==> src/hdl/cstv_pkg.sv <==
// ----------------------------------------------------------------------------
// cstv_pkg: shared constants for the cube-to-sphere vertex map
// Widths, pipeline depths of the divide and root units, face vector tables.
// ----------------------------------------------------------------------------
package cstv_pkg;

  // Field widths
  localparam int MAX_DIVISIONS = 256;
  localparam int DIVS_W        = 9;
  localparam int RADIUS_W      = 31;
  localparam int FACE_W        = 3;
  localparam int IDX_W         = 9;
  localparam int POS_W         = 32;
  localparam int CFG_IDX_W     = 1;
  localparam int CFG_DATA_W    = 31;

  // Fixed point
  localparam int Q_FRAC     = 16;
  localparam int Q_ONE      = 65536;
  localparam int ROUND_HALF = 32768;
  localparam int MAG_W      = 17;   // magnitude of a Q2.16 value, up to 1.0 and a bit
  localparam int OFF_W      = 18;   // cube offset, up to 2.0

  // floor(x/3) = (x*43691) >> 17 for x below 2^17
  localparam int THIRD_RECIP = 43691;
  localparam int THIRD_SHIFT = 17;

  // Pipelined restoring divider
  localparam int DIV_NUM_W = 49;
  localparam int DIV_DEN_W = 18;
  localparam int DIV_QUO_W = 33;
  localparam int DIV_BPS   = 3;
  localparam int DIV_STG   = DIV_QUO_W / DIV_BPS;

  // Pipelined square root
  localparam int SQ_IN_W  = 36;
  localparam int SQ_RT_W  = SQ_IN_W / 2;
  localparam int SQ_REM_W = SQ_RT_W + 2;
  localparam int SQ_BPS   = 2;
  localparam int SQ_STG   = SQ_RT_W / SQ_BPS;

  // Configuration register indexes
  localparam logic [CFG_IDX_W-1:0] CFG_DIVISIONS = 1'b0;
  localparam logic [CFG_IDX_W-1:0] CFG_RADIUS    = 1'b1;

  // Face vectors: entries are -1, 0 or +1
  typedef logic signed [1:0] trit_t;
  typedef trit_t [0:2] tvec_t;

  localparam trit_t T_NEG  = 2'sb11;
  localparam trit_t T_ZERO = 2'sb00;
  localparam trit_t T_POS  = 2'sb01;

  localparam logic [FACE_W-1:0] FACE_LAST = 3'd5;

  localparam tvec_t ORG_TAB [0:5] = '{
    '{T_NEG, T_NEG, T_NEG}, '{T_POS, T_NEG, T_NEG}, '{T_POS, T_NEG, T_POS},
    '{T_NEG, T_NEG, T_POS}, '{T_NEG, T_POS, T_NEG}, '{T_NEG, T_NEG, T_POS}
  };
  localparam tvec_t RGT_TAB [0:5] = '{
    '{T_POS, T_ZERO, T_ZERO}, '{T_ZERO, T_ZERO, T_POS}, '{T_NEG, T_ZERO, T_ZERO},
    '{T_ZERO, T_ZERO, T_NEG}, '{T_POS, T_ZERO, T_ZERO}, '{T_POS, T_ZERO, T_ZERO}
  };
  localparam tvec_t UPV_TAB [0:5] = '{
    '{T_ZERO, T_POS, T_ZERO}, '{T_ZERO, T_POS, T_ZERO}, '{T_ZERO, T_POS, T_ZERO},
    '{T_ZERO, T_POS, T_ZERO}, '{T_ZERO, T_ZERO, T_POS}, '{T_ZERO, T_ZERO, T_NEG}
  };

endpackage

==> src/hdl/cstv_div_pipe.sv <==
// ----------------------------------------------------------------------------
// cstv_div_pipe: pipelined unsigned restoring divider
// Three quotient bits per stage; flags a quotient too wide for the result.
// ----------------------------------------------------------------------------
module cstv_div_pipe import cstv_pkg::*; (
  input  logic                 clk,
  input  logic                 en,
  input  logic [DIV_NUM_W-1:0] num_i,
  input  logic [DIV_DEN_W-1:0] den_i,
  output logic [DIV_QUO_W-1:0] quo_o,
  output logic                 ovf_o
);

  typedef struct packed {
    logic [DIV_DEN_W-1:0] rem;
    logic [DIV_QUO_W-1:0] nlo;
    logic [DIV_QUO_W-1:0] quo;
    logic [DIV_DEN_W-1:0] den;
    logic                 ovf;
  } dstg_t;

  dstg_t stg_r   [DIV_STG];
  dstg_t stg_nxt [DIV_STG];

  // Quotient bits per stage, high part of the numerator seeds the remainder
  always_comb begin
    dstg_t                cur;
    logic [DIV_DEN_W:0]   w;
    for (int j = 0; j < DIV_STG; j++) begin
      if (j == 0) begin
        cur.rem = DIV_DEN_W'(num_i >> DIV_QUO_W);
        cur.nlo = num_i[DIV_QUO_W-1:0];
        cur.quo = '0;
        cur.den = den_i;
        cur.ovf = (num_i >> DIV_QUO_W) >= DIV_NUM_W'(den_i);
      end else begin
        cur = stg_r[j-1];
      end
      for (int b = 0; b < DIV_BPS; b++) begin
        w       = {cur.rem, cur.nlo[DIV_QUO_W-1]};
        cur.nlo = {cur.nlo[DIV_QUO_W-2:0], 1'b0};
        if (w >= {1'b0, cur.den}) begin
          cur.rem = DIV_DEN_W'(w - {1'b0, cur.den});
          cur.quo = {cur.quo[DIV_QUO_W-2:0], 1'b1};
        end else begin
          cur.rem = w[DIV_DEN_W-1:0];
          cur.quo = {cur.quo[DIV_QUO_W-2:0], 1'b0};
        end
      end
      stg_nxt[j] = cur;
    end
  end

  always_ff @(posedge clk) begin
    if (en) begin
      for (int j = 0; j < DIV_STG; j++) stg_r[j] <= stg_nxt[j];
    end
  end

  assign quo_o = stg_r[DIV_STG-1].quo;
  assign ovf_o = stg_r[DIV_STG-1].ovf;

endmodule

==> config.mk <==
export PLATFORM = sky130hd
export DESIGN_NAME = cstv_div_pipe
export DESIGN_NICKNAME = d
export VERILOG_FILES = /design/src/hdl/cstv_pkg.sv /design/src/hdl/cstv_div_pipe.sv
export SDC_FILE = /design/constraint.sdc
export NUM_CORES = 2
export LEC_CHECK = 0
export BUFFER_PORTS_ARGS = -buffer_cell sky130_fd_sc_hd__buf_2
export CAP_MARGIN = 40
export CORE_ASPECT_RATIO = 0.8
export CORE_UTILIZATION = 30
export DETAILED_ROUTE_END_ITERATION = 8
export GPL_TIMING_DRIVEN = 0
export PLACE_DENSITY = 0.46
export SYNTH_ARGS = -nofsm -noshare
export SYNTH_HDL_FRONTEND = slang
export SYNTH_SLANG_ARGS = --single-unit
==> constraint.sdc <==
create_clock -name clk -period 16.8 [get_ports clk]
set_clock_uncertainty 0.1 [all_clocks]
set_input_delay 3.36 -clock clk [delete_from_list [all_inputs] [get_ports clk]]
set_output_delay 3.36 -clock clk [all_outputs]
set_load 0.02 [all_outputs]
==> metrics.md <==
| Metric | Value |
|---|---|
| Outcome | complete, no violations |
| Post-DP HPWL | around 120 mm |
| CTS H-Tree Depth | 3 |
| Cell variety after synth | 105 |
| Fin nets | 6424 |
| Final worst-path cycle share | about 77% |
| Number of synthesized flops with an enable pin | between 700 and 800 |
| CP Data Required Time | around 17 ns |
| Biggest regs | stg_r: 734 flops |
| Grt met1 use | 23.1% |
| Initial Utilization | 30.4% |
| Fraction of layout cells with a size suffix above 1 | 10.6% |
| First-pass GRT wire length | 230 mm |
| Post-CTS resize count | 0 |
| Syn Std Cell Area | approximately 0.056 mm2 |
| Clock buffer depth | 3 |
| Max incr delay on CP | approximately 0.6 ns |
| Clock slew seen by the registers of the worst setup and hold paths | roughly 0.06 ns |
| Setup-failing EPs final | 0 |
| Met3 Use GR | 3.03% |
| Sequential-to-total area share from yosys stat | approximately two fifths |
| Row cnt | 141 |
| #FFs+latches synth | 734 |
| Setup CP Type | in2reg |
| CTS tree | built |
| Ranking of synthesized cells by area | edfxtp_1, ha_1, mux2_2 |
| Root Driver | clkbuf_16 |
| Fillers | between 15000 and 20000 |
| Chip width | 487 um |
| Die extent in y | 390 um |
| Slew @ Worst Pin | 0.962 ns |
| Detail Route Antenna Nets | 0 |
| Commonest cells after routing, fill and taps aside | edfxtp_1, ha_1, a21oi_1 |
| Gr ovfl total | 0 |
| Commonest non-fill, non-tap cell in the layout | edfxtp_1 |
| GP Congestion | ~0.90 |
| Final hold vios | 0 |
| Minimum clock period | roughly 13 ns |
| Initial drt markers | 3102 |
| Max reg flops | 734 |
| Per-cell routed wire length | between 15 and 20 um |
| Pre-antenna DRT Iters | 5 |
| CP arrival | 13.27 ns |
| Vias in the first global route | ~40000 |
| Max_cap viols | 0 |
| Syn_nets | about 6200 |
| Top FF cell, synth | edfxtp_1 |
| Initial antenna violation count | 7 |
| CTS hold repair buffers | 0 |
| I/O pins | ~100 |
| Slew Viols, Final | 0 |
| Hold Crit Class | reg2reg |
| Critical Path Start Type | input pin |
| P&R area growth vs syn | 12.1% |
| Final WL | 150 mm |
| Relative slew slack | 35.9% |
| Num CTS Buffers | 86 |
| Sequential cell area | 0.0220 mm2 |
| Yosys Warn Count | 0 |
| Slowest cell on the critical path | or4_1 |
| Area share of the largest cell type after synthesis | between 30% and 40% |
| DRC | 0 |
| RSZ-0062 raised after global routing | no |
| IO Port Bufs | 102 |
| Die area | 0.190 mm2 |
| Number of vias per cell | 5.10 |
| Synth area leader | edfxtp_1 |
| Core area | 0.186 mm2 |
| Post-route setup TNS | 0 ns |
| GR peak layer | met1 |
| Synth async-reset ratio | 0% |
| Area occupied by multi-input gates | 0.0325 mm2 |
| Worst skew pair latency | 0.73 ns |
| Max FO, Critical Path | 10 |
| Max Freq | 77.4 MHz |
| GR Layer Usage met2 | a little under a quarter |
| Total GRT Usage | about 15% |
| # clock sinks | 734 |
| Average size of a mapped cell | approximately 10 um2 |
| Crit end category | register |
| Gate Count Post-Synth | 5509 |
| Largest register by flop count | stg_r |
| Largest net degree at the start of global routing | 117 |
| Setup Buffers After CTS | 0 |
| Via count | ~42000 |
path summary, 6_finish.rpt:
| kind | cells after the start | endpoint | start | slack (ns) |
|---|---|---|---|---|
| worst max-delay path | 38 | stg_r[0][94] | den_i[0] | 3.88 |
| worst min-delay path | 0 | stg_r[8][30] | stg_r[7][27] | 0.30 |
| worst max register to register | 34 | stg_r[6][96] | stg_r[5][12] | 5.12 |
| worst min register to register | 0 | stg_r[8][30] | stg_r[7][27] | 0.30 |
cell type report:
type                    count  area share (%)
well taps                2502            4.95
flip-flops and latches    734            34.9
multi-input cells        4299            51.4
clock inverters            57            1.06
repair buffers            117            1.24
inverters                 392            2.33
clock buffers              99            3.52
plain buffers              84           0.590
diodes                      2         0.00792
cell families (layout without fill, tap and decap cells):
logic type	count (synthesis)	count (layout)	share of synthesized area [%]
AOI/OAI and AO/OA	1558	1558	18.2
xor gates and xnor gates	420	420	6.52
DFF	734	734	39.1
adders and majority gates	641	641	14.7
other	0	2	0
and+or+nand+nor	1335	1335	11.4
muxes	345	345	6.88
buffers and inverters	476	749	3.27
per-layer routing:
metal / vias to the layer above / share of wire, %
li1: 21196 / -
met1: 20027 / 51
met2: 876 / 41
met3: 128 / 5.7
met4: 0 / 1.9
met5: - / 0
stage by stage:
stage / instances / setup slack, ns / util [%] / instance area, um2 / hold WS, ns
finish: 8286 / 3.88 / 34.0 / 63200 / 0.304
global route: 8285 / 3.21 / 34.0 / 63200 / 0.315
CTS: 8284 / 4.04 / 34.0 / 63200 / 0.302
detailed placement: 8128 / 3.32 / 32.5 / 60300 / 0.305
global placement: 8113 / 0.129 / 32.3 / 60000 / 0.301
floorplan: 5509 / 5.49 / - / 56400 / 0.300
synthesized netlist by cell type, drive strengths merged (108+ instances only):
| library cell | n |
|---|---|
| xnor2 | 289 |
| a21oi | 433 |
| mux2 | 275 |
| a21o | 173 |
| xor2 | 131 |
| o21ai | 358 |
| inv | 391 |
| nor3 | 108 |
| edfxtp | 734 |
| nor2 | 371 |
| nand2 | 352 |
| ha | 609 |
worst max-delay path, delay by kind of cell:
| family | cells | cell delay, ns |
|---|---|---|
| simple gates | 6 | 1.63 |
| buf+inv | 10 | 2.31 |
| fa+ha+maj | 4 | 1.13 |
| mux | 2 | 0.75 |
| compound gates | 16 | 4.03 |
Power is not shown: default switching activity piles up to over one toggle a cycle in this logic, so the estimate is an artifact.
