==> src/hdl/cstv_pkg.sv <==
// ----------------------------------------------------------------------------
// cstv_pkg: shared constants for the cube-to-sphere vertex map
// Widths, pipeline depths of the divide and root units, face vector tables.
// ----------------------------------------------------------------------------
package cstv_pkg;

  // Field widths
  localparam int MAX_DIVISIONS = 256;
  localparam int DIVS_W        = 9;
  localparam int RADIUS_W      = 31;
  localparam int FACE_W        = 3;
  localparam int IDX_W         = 9;
  localparam int POS_W         = 32;
  localparam int CFG_IDX_W     = 1;
  localparam int CFG_DATA_W    = 31;

  // Fixed point
  localparam int Q_FRAC     = 16;
  localparam int Q_ONE      = 65536;
  localparam int ROUND_HALF = 32768;
  localparam int MAG_W      = 17;   // magnitude of a Q2.16 value, up to 1.0 and a bit
  localparam int OFF_W      = 18;   // cube offset, up to 2.0

  // floor(x/3) = (x*43691) >> 17 for x below 2^17
  localparam int THIRD_RECIP = 43691;
  localparam int THIRD_SHIFT = 17;

  // Pipelined restoring divider
  localparam int DIV_NUM_W = 49;
  localparam int DIV_DEN_W = 18;
  localparam int DIV_QUO_W = 33;
  localparam int DIV_BPS   = 3;
  localparam int DIV_STG   = DIV_QUO_W / DIV_BPS;

  // Pipelined square root
  localparam int SQ_IN_W  = 36;
  localparam int SQ_RT_W  = SQ_IN_W / 2;
  localparam int SQ_REM_W = SQ_RT_W + 2;
  localparam int SQ_BPS   = 2;
  localparam int SQ_STG   = SQ_RT_W / SQ_BPS;

  // Configuration register indexes
  localparam logic [CFG_IDX_W-1:0] CFG_DIVISIONS = 1'b0;
  localparam logic [CFG_IDX_W-1:0] CFG_RADIUS    = 1'b1;

  // Face vectors: entries are -1, 0 or +1
  typedef logic signed [1:0] trit_t;
  typedef trit_t [0:2] tvec_t;

  localparam trit_t T_NEG  = 2'sb11;
  localparam trit_t T_ZERO = 2'sb00;
  localparam trit_t T_POS  = 2'sb01;

  localparam logic [FACE_W-1:0] FACE_LAST = 3'd5;

  localparam tvec_t ORG_TAB [0:5] = '{
    '{T_NEG, T_NEG, T_NEG}, '{T_POS, T_NEG, T_NEG}, '{T_POS, T_NEG, T_POS},
    '{T_NEG, T_NEG, T_POS}, '{T_NEG, T_POS, T_NEG}, '{T_NEG, T_NEG, T_POS}
  };
  localparam tvec_t RGT_TAB [0:5] = '{
    '{T_POS, T_ZERO, T_ZERO}, '{T_ZERO, T_ZERO, T_POS}, '{T_NEG, T_ZERO, T_ZERO},
    '{T_ZERO, T_ZERO, T_NEG}, '{T_POS, T_ZERO, T_ZERO}, '{T_POS, T_ZERO, T_ZERO}
  };
  localparam tvec_t UPV_TAB [0:5] = '{
    '{T_ZERO, T_POS, T_ZERO}, '{T_ZERO, T_POS, T_ZERO}, '{T_ZERO, T_POS, T_ZERO},
    '{T_ZERO, T_POS, T_ZERO}, '{T_ZERO, T_ZERO, T_POS}, '{T_ZERO, T_ZERO, T_NEG}
  };

endpackage

==> src/hdl/cstv_sqrt_pipe.sv <==
// ----------------------------------------------------------------------------
// cstv_sqrt_pipe: pipelined integer square root
// Digit-by-digit floor root, two result bits per stage.
// ----------------------------------------------------------------------------
module cstv_sqrt_pipe import cstv_pkg::*; (
  input  logic               clk,
  input  logic               en,
  input  logic [SQ_IN_W-1:0] rad_i,
  output logic [SQ_RT_W-1:0] root_o
);

  typedef struct packed {
    logic [SQ_REM_W-1:0] rem;
    logic [SQ_RT_W-1:0]  root;
    logic [SQ_IN_W-1:0]  rest;
  } sstg_t;

  sstg_t stg_r   [SQ_STG];
  sstg_t stg_nxt [SQ_STG];

  // Each step pulls two radicand bits and tries root*4+1
  always_comb begin
    sstg_t                cur;
    logic [SQ_REM_W+1:0]  w;
    logic [SQ_REM_W+1:0]  trial;
    for (int j = 0; j < SQ_STG; j++) begin
      if (j == 0) begin
        cur.rem  = '0;
        cur.root = '0;
        cur.rest = rad_i;
      end else begin
        cur = stg_r[j-1];
      end
      for (int b = 0; b < SQ_BPS; b++) begin
        w        = {cur.rem, cur.rest[SQ_IN_W-1 -: 2]};
        trial    = (SQ_REM_W+2)'({cur.root, 2'b01});
        cur.rest = {cur.rest[SQ_IN_W-3:0], 2'b00};
        if (w >= trial) begin
          cur.rem  = SQ_REM_W'(w - trial);
          cur.root = {cur.root[SQ_RT_W-2:0], 1'b1};
        end else begin
          cur.rem  = SQ_REM_W'(w);
          cur.root = {cur.root[SQ_RT_W-2:0], 1'b0};
        end
      end
      stg_nxt[j] = cur;
    end
  end

  always_ff @(posedge clk) begin
    if (en) begin
      for (int j = 0; j < SQ_STG; j++) stg_r[j] <= stg_nxt[j];
    end
  end

  assign root_o = stg_r[SQ_STG-1].root;

endmodule

==> config.mk <==
export PLATFORM = sky130hd
export DESIGN_NAME = cstv_sqrt_pipe
export DESIGN_NICKNAME = d
export VERILOG_FILES = /design/src/hdl/cstv_pkg.sv /design/src/hdl/cstv_sqrt_pipe.sv
export SDC_FILE = /design/constraint.sdc
export NUM_CORES = 1
export LEC_CHECK = 0
export BUFFER_PORTS_ARGS = -buffer_cell sky130_fd_sc_hd__buf_2
export CORE_UTILIZATION = 50
export CTS_CLUSTER_SIZE = 16
export DETAILED_ROUTE_END_ITERATION = 10
export GPL_TIMING_DRIVEN = 0
export PLACE_DENSITY = 0.64
export SLEW_MARGIN = 20
export SYNTH_ARGS = -nofsm -noshare
export SYNTH_HDL_FRONTEND = slang
export SYNTH_SLANG_ARGS = --single-unit
==> constraint.sdc <==
create_clock -name clk -period 5.6 [get_ports clk]
set_input_delay 0.84 -clock clk [delete_from_list [all_inputs] [get_ports clk]]
set_output_delay 0.84 -clock clk [all_outputs]
set_load 0.005 [all_outputs]
==> flow_summary.ini <==
[run]
maxCapViolations = 0

[critical_path]
crit_path_cell_trace = ha_2 -> nand2b_1 -> a211oi_4 -> o211ai_1 -> and4b_2 -> nor2_4 -> inv_2 -> buf_4 -> nor2_1 -> a21oi_2 -> inv_1 -> ha_2 -> and3_2 -> a211oi_2 -> a21oi_2 -> a221oi_2 -> a31o_2 -> a31oi_4 -> nor3_4 -> inv_2 -> buf_6 -> mux2_1
critical_path_peak_fanout = 10
critical_path.max_stage_delay_ps = 420
path_class = reg -> reg
r2r.worst_path.cells = 22
critical_path.startpoint_type = flip-flop
slowest_stage = sky130_fd_sc_hd__edfxtp_1
timing.critical_path.required_ps = 5910
largest_delay_share_family_worst_path = compound AO/OA/AOI/OAI gates
critPathArrivalTime_ps = 5740
kind_of_end_point_of_the_critical_path = flip-flop
cp_num_buf_inv = 5
logic_depth_of_the_worst_path_buffers_included = 22

[grt]
first_global_vias = 18505
grt_use_total = 0.2296
initial_antenna_violation_count = 0
largest_net_degree_at_the_start_of_global_routing = 110
grt_remaining_overflow = 0
grt_first_pass_wirelength_um = 96310

[final_layout]
finish.utilization = 0.5726
layout.nets = 2817
layout_top_registers = stg_r x384
design_area_um2 = 28840
max_reg_flops = 384
antenna_cells = 0
areaGrowthSynthToFinish_pct = 12.60
drive_gt1_frac = 0.1179
regMostFlops = stg_r
nFillCells = 4405
filler_free_cell_count_of_the_finished_design = 3292

[die]
design.portCount = 56
initial_utilization = 0.5085
die_y_um = 228.3
core_area_um2 = 50380
design.die.area_um2 = 52140
rows = 82
die_x_um = 228.3

[detailed_routing]
via_count = 19533
routed_wirelength_um = 61430
antenna_left = 0
vias_per_cell = 5.933
detail_route.first_pass.iterations = 7
drt_drc_violations_left = 0
post_drt_wl_per_cell_um = 18.66
drt_first_iter_violations = 1452

[clocking]
num_cts_buffers = 42
h_tree_lvls = 2
clkSlewWorstSetupHoldPaths_ps = 60
insertion_delay_ps = 570
ctsHoldBuffers = 0
clk_path_buf_depth = 3
sink_count = 384
root_buffer = sky130_fd_sc_hd__clkbuf_16
tritoncts = done

[placement]
placement.io_buffers = 55
dpl_cell_area_um2 = 26860
placed_cells = 3202
gp_routability_congestion = 0.9090
place_worst_setup_slack_ps = -1297
place.detailed.hpwl_um = 47010

[pwr]
net-switching-power_mw = 4.166
power-per-cell-area_nw_per_um2 = 398.5
cell_internal_pwr_mw = 7.326
cellLeakagePower_nw = 11.23
worst_ir_drop_vdd_mv = 0.2467
combinationalPowerShare = 0.408
power.clock.fraction = 0.234
power_frac_seq = 0.358
power.switching_fraction = 0.3625

[sta]
setup_viol = 0
clock.fmax_mhz = 184.0
worst_slew_margin_rel = 0.3923
finalCriticalPeriod_ps = 5436
finClkSkew_ps = 23.18
timing.final.hold_violations = 0
setup_ws_ps = 163.8
final.period_utilization = 0.9708
finalMaxSlewViolations = 0
tns_ps = 0
worst-slew-pin-transition_ps = 899.8

[yosys]
post_synth_instance_area_um2 = 25620
synth_top_family_by_area = compound AO/OA/AOI/OAI gates
synth_simple_gate_area_frac = 0.1552
synth.ff_latch_count = 384
synth_commonest_cells = sky130_fd_sc_hd__edfxtp_1, sky130_fd_sc_hd__ha_1, sky130_fd_sc_hd__inv_1
synth_largest_type_area_fraction = 0.4502
postSynth.topFlopCell = sky130_fd_sc_hd__edfxtp_1
share_of_synthesized_area_spent_on_multiplexers = 0.03234
yosysWarningCount = 0
synthArstFlopShare = 0
synth_area_per_cell_um2 = 10.37
synth.lib_cells_used.distinct = 94
post-synth-top-count-cell = sky130_fd_sc_hd__edfxtp_1
synth-adder-area-share = 0.09085
synth-seq-area-share = 0.4502
yosysTopAreaCell = sky130_fd_sc_hd__edfxtp_1
synthCells = 2470
ys_top_cells_by_area = sky130_fd_sc_hd__edfxtp_1, sky130_fd_sc_hd__ha_1, sky130_fd_sc_hd__xnor2_1
share_of_the_synthesized_netlist_area_taken_by_xor_and_xnor_gates = 0.06531
synth_enable_flop_cells = 384
complex_gate_fraction_of_the_synthesized_area = 0.1654

[run_status]
outcome = completed

[min_path]
worstHoldPathType = reg -> reg
min_delay_path_depth = 0
power by group through the flow:
stage,sequential (mW),combinational [mW],clock [mW]
after floorplan,4.01,3.39,0
after global placement,4.19,4.29,0
after CTS,4.10,4.50,2.77
after global routing,4.16,5.20,2.87
final,4.11,4.69,2.69
after detailed placement,4.16,4.38,0
cells by family after synthesis:
kind of cell | Yosys count
AOI/OAI and AO/OA | 634
buffers and inverters | 247
other | 1
xor gates and xnor gates | 191
DFF | 384
adders and majority gates | 186
muxes | 76
and+or+nand+nor | 751
worst paths after layout:
check	startpoint	to	slack, ps
worst min register to register	stg_r[0][165]	stg_r[0][239]	410
worst min-delay path	stg_r[0][165]	stg_r[0][239]	410
worst max-delay path	stg_r[0][470]	stg_r[0][555]	160
worst max register to register	stg_r[0][470]	stg_r[0][555]	160
area by class of cell:
| cell class | instances | area [um2] | share of cell area |
|---|---|---|---|
| sequential | 384 | 11530 | 0.3998 |
| clock buffer | 45 | 1062 | 0.03683 |
| tap | 672 | 840.8 | 0.02915 |
| clock inverter | 26 | 266.5 | 0.009240 |
| multi-input combinational | 1840 | 13470 | 0.4672 |
| inverter | 175 | 661.9 | 0.02295 |
| timing repair buffer | 86 | 601.8 | 0.02087 |
| buffer | 64 | 404.1 | 0.01401 |
routing by layer:
layer	vias to the layer above	wire, um	GRT usage
met2	481	27860	0.3643
met1	9390	29400	0.3331
met4	0	1188	0.05747
met5	-	0	0
met3	80	2986	0.02869
li1	9582	-	-
cell usage in the layout, fill, tap and decap left out, drive strengths merged, types with 29 or more instances in the layout:
master  count
nand4      29
clkbuf     74
xnor2     114
ha        186
o31ai      32
buf       121
and2       33
o21a       37
nand3      57
o21ai     123
nand2b     34
nor2      165
nor3       71
a21o       56
xor2       77
edfxtp    384
nor4       46
a21oi     158
inv       178
nand2     153
mux2       54
through the flow:
stage,hold WS (ps),power (mW)
floorplan,400.3,7.400
global placement,400.3,8.474
detailed placement,404.5,8.541
CTS,410.2,11.37
global route,417.8,12.23
finish,411.3,11.49
what timing repair did:
item,in CTS,in global routing
endpoints found under the setup margin,71,80
pin swaps,9,19
resized for setup,38,74
setup buffers,11,16
endpoints found under the hold margin,0,0
No activity file was read; power rests on OpenSTA's default activity.
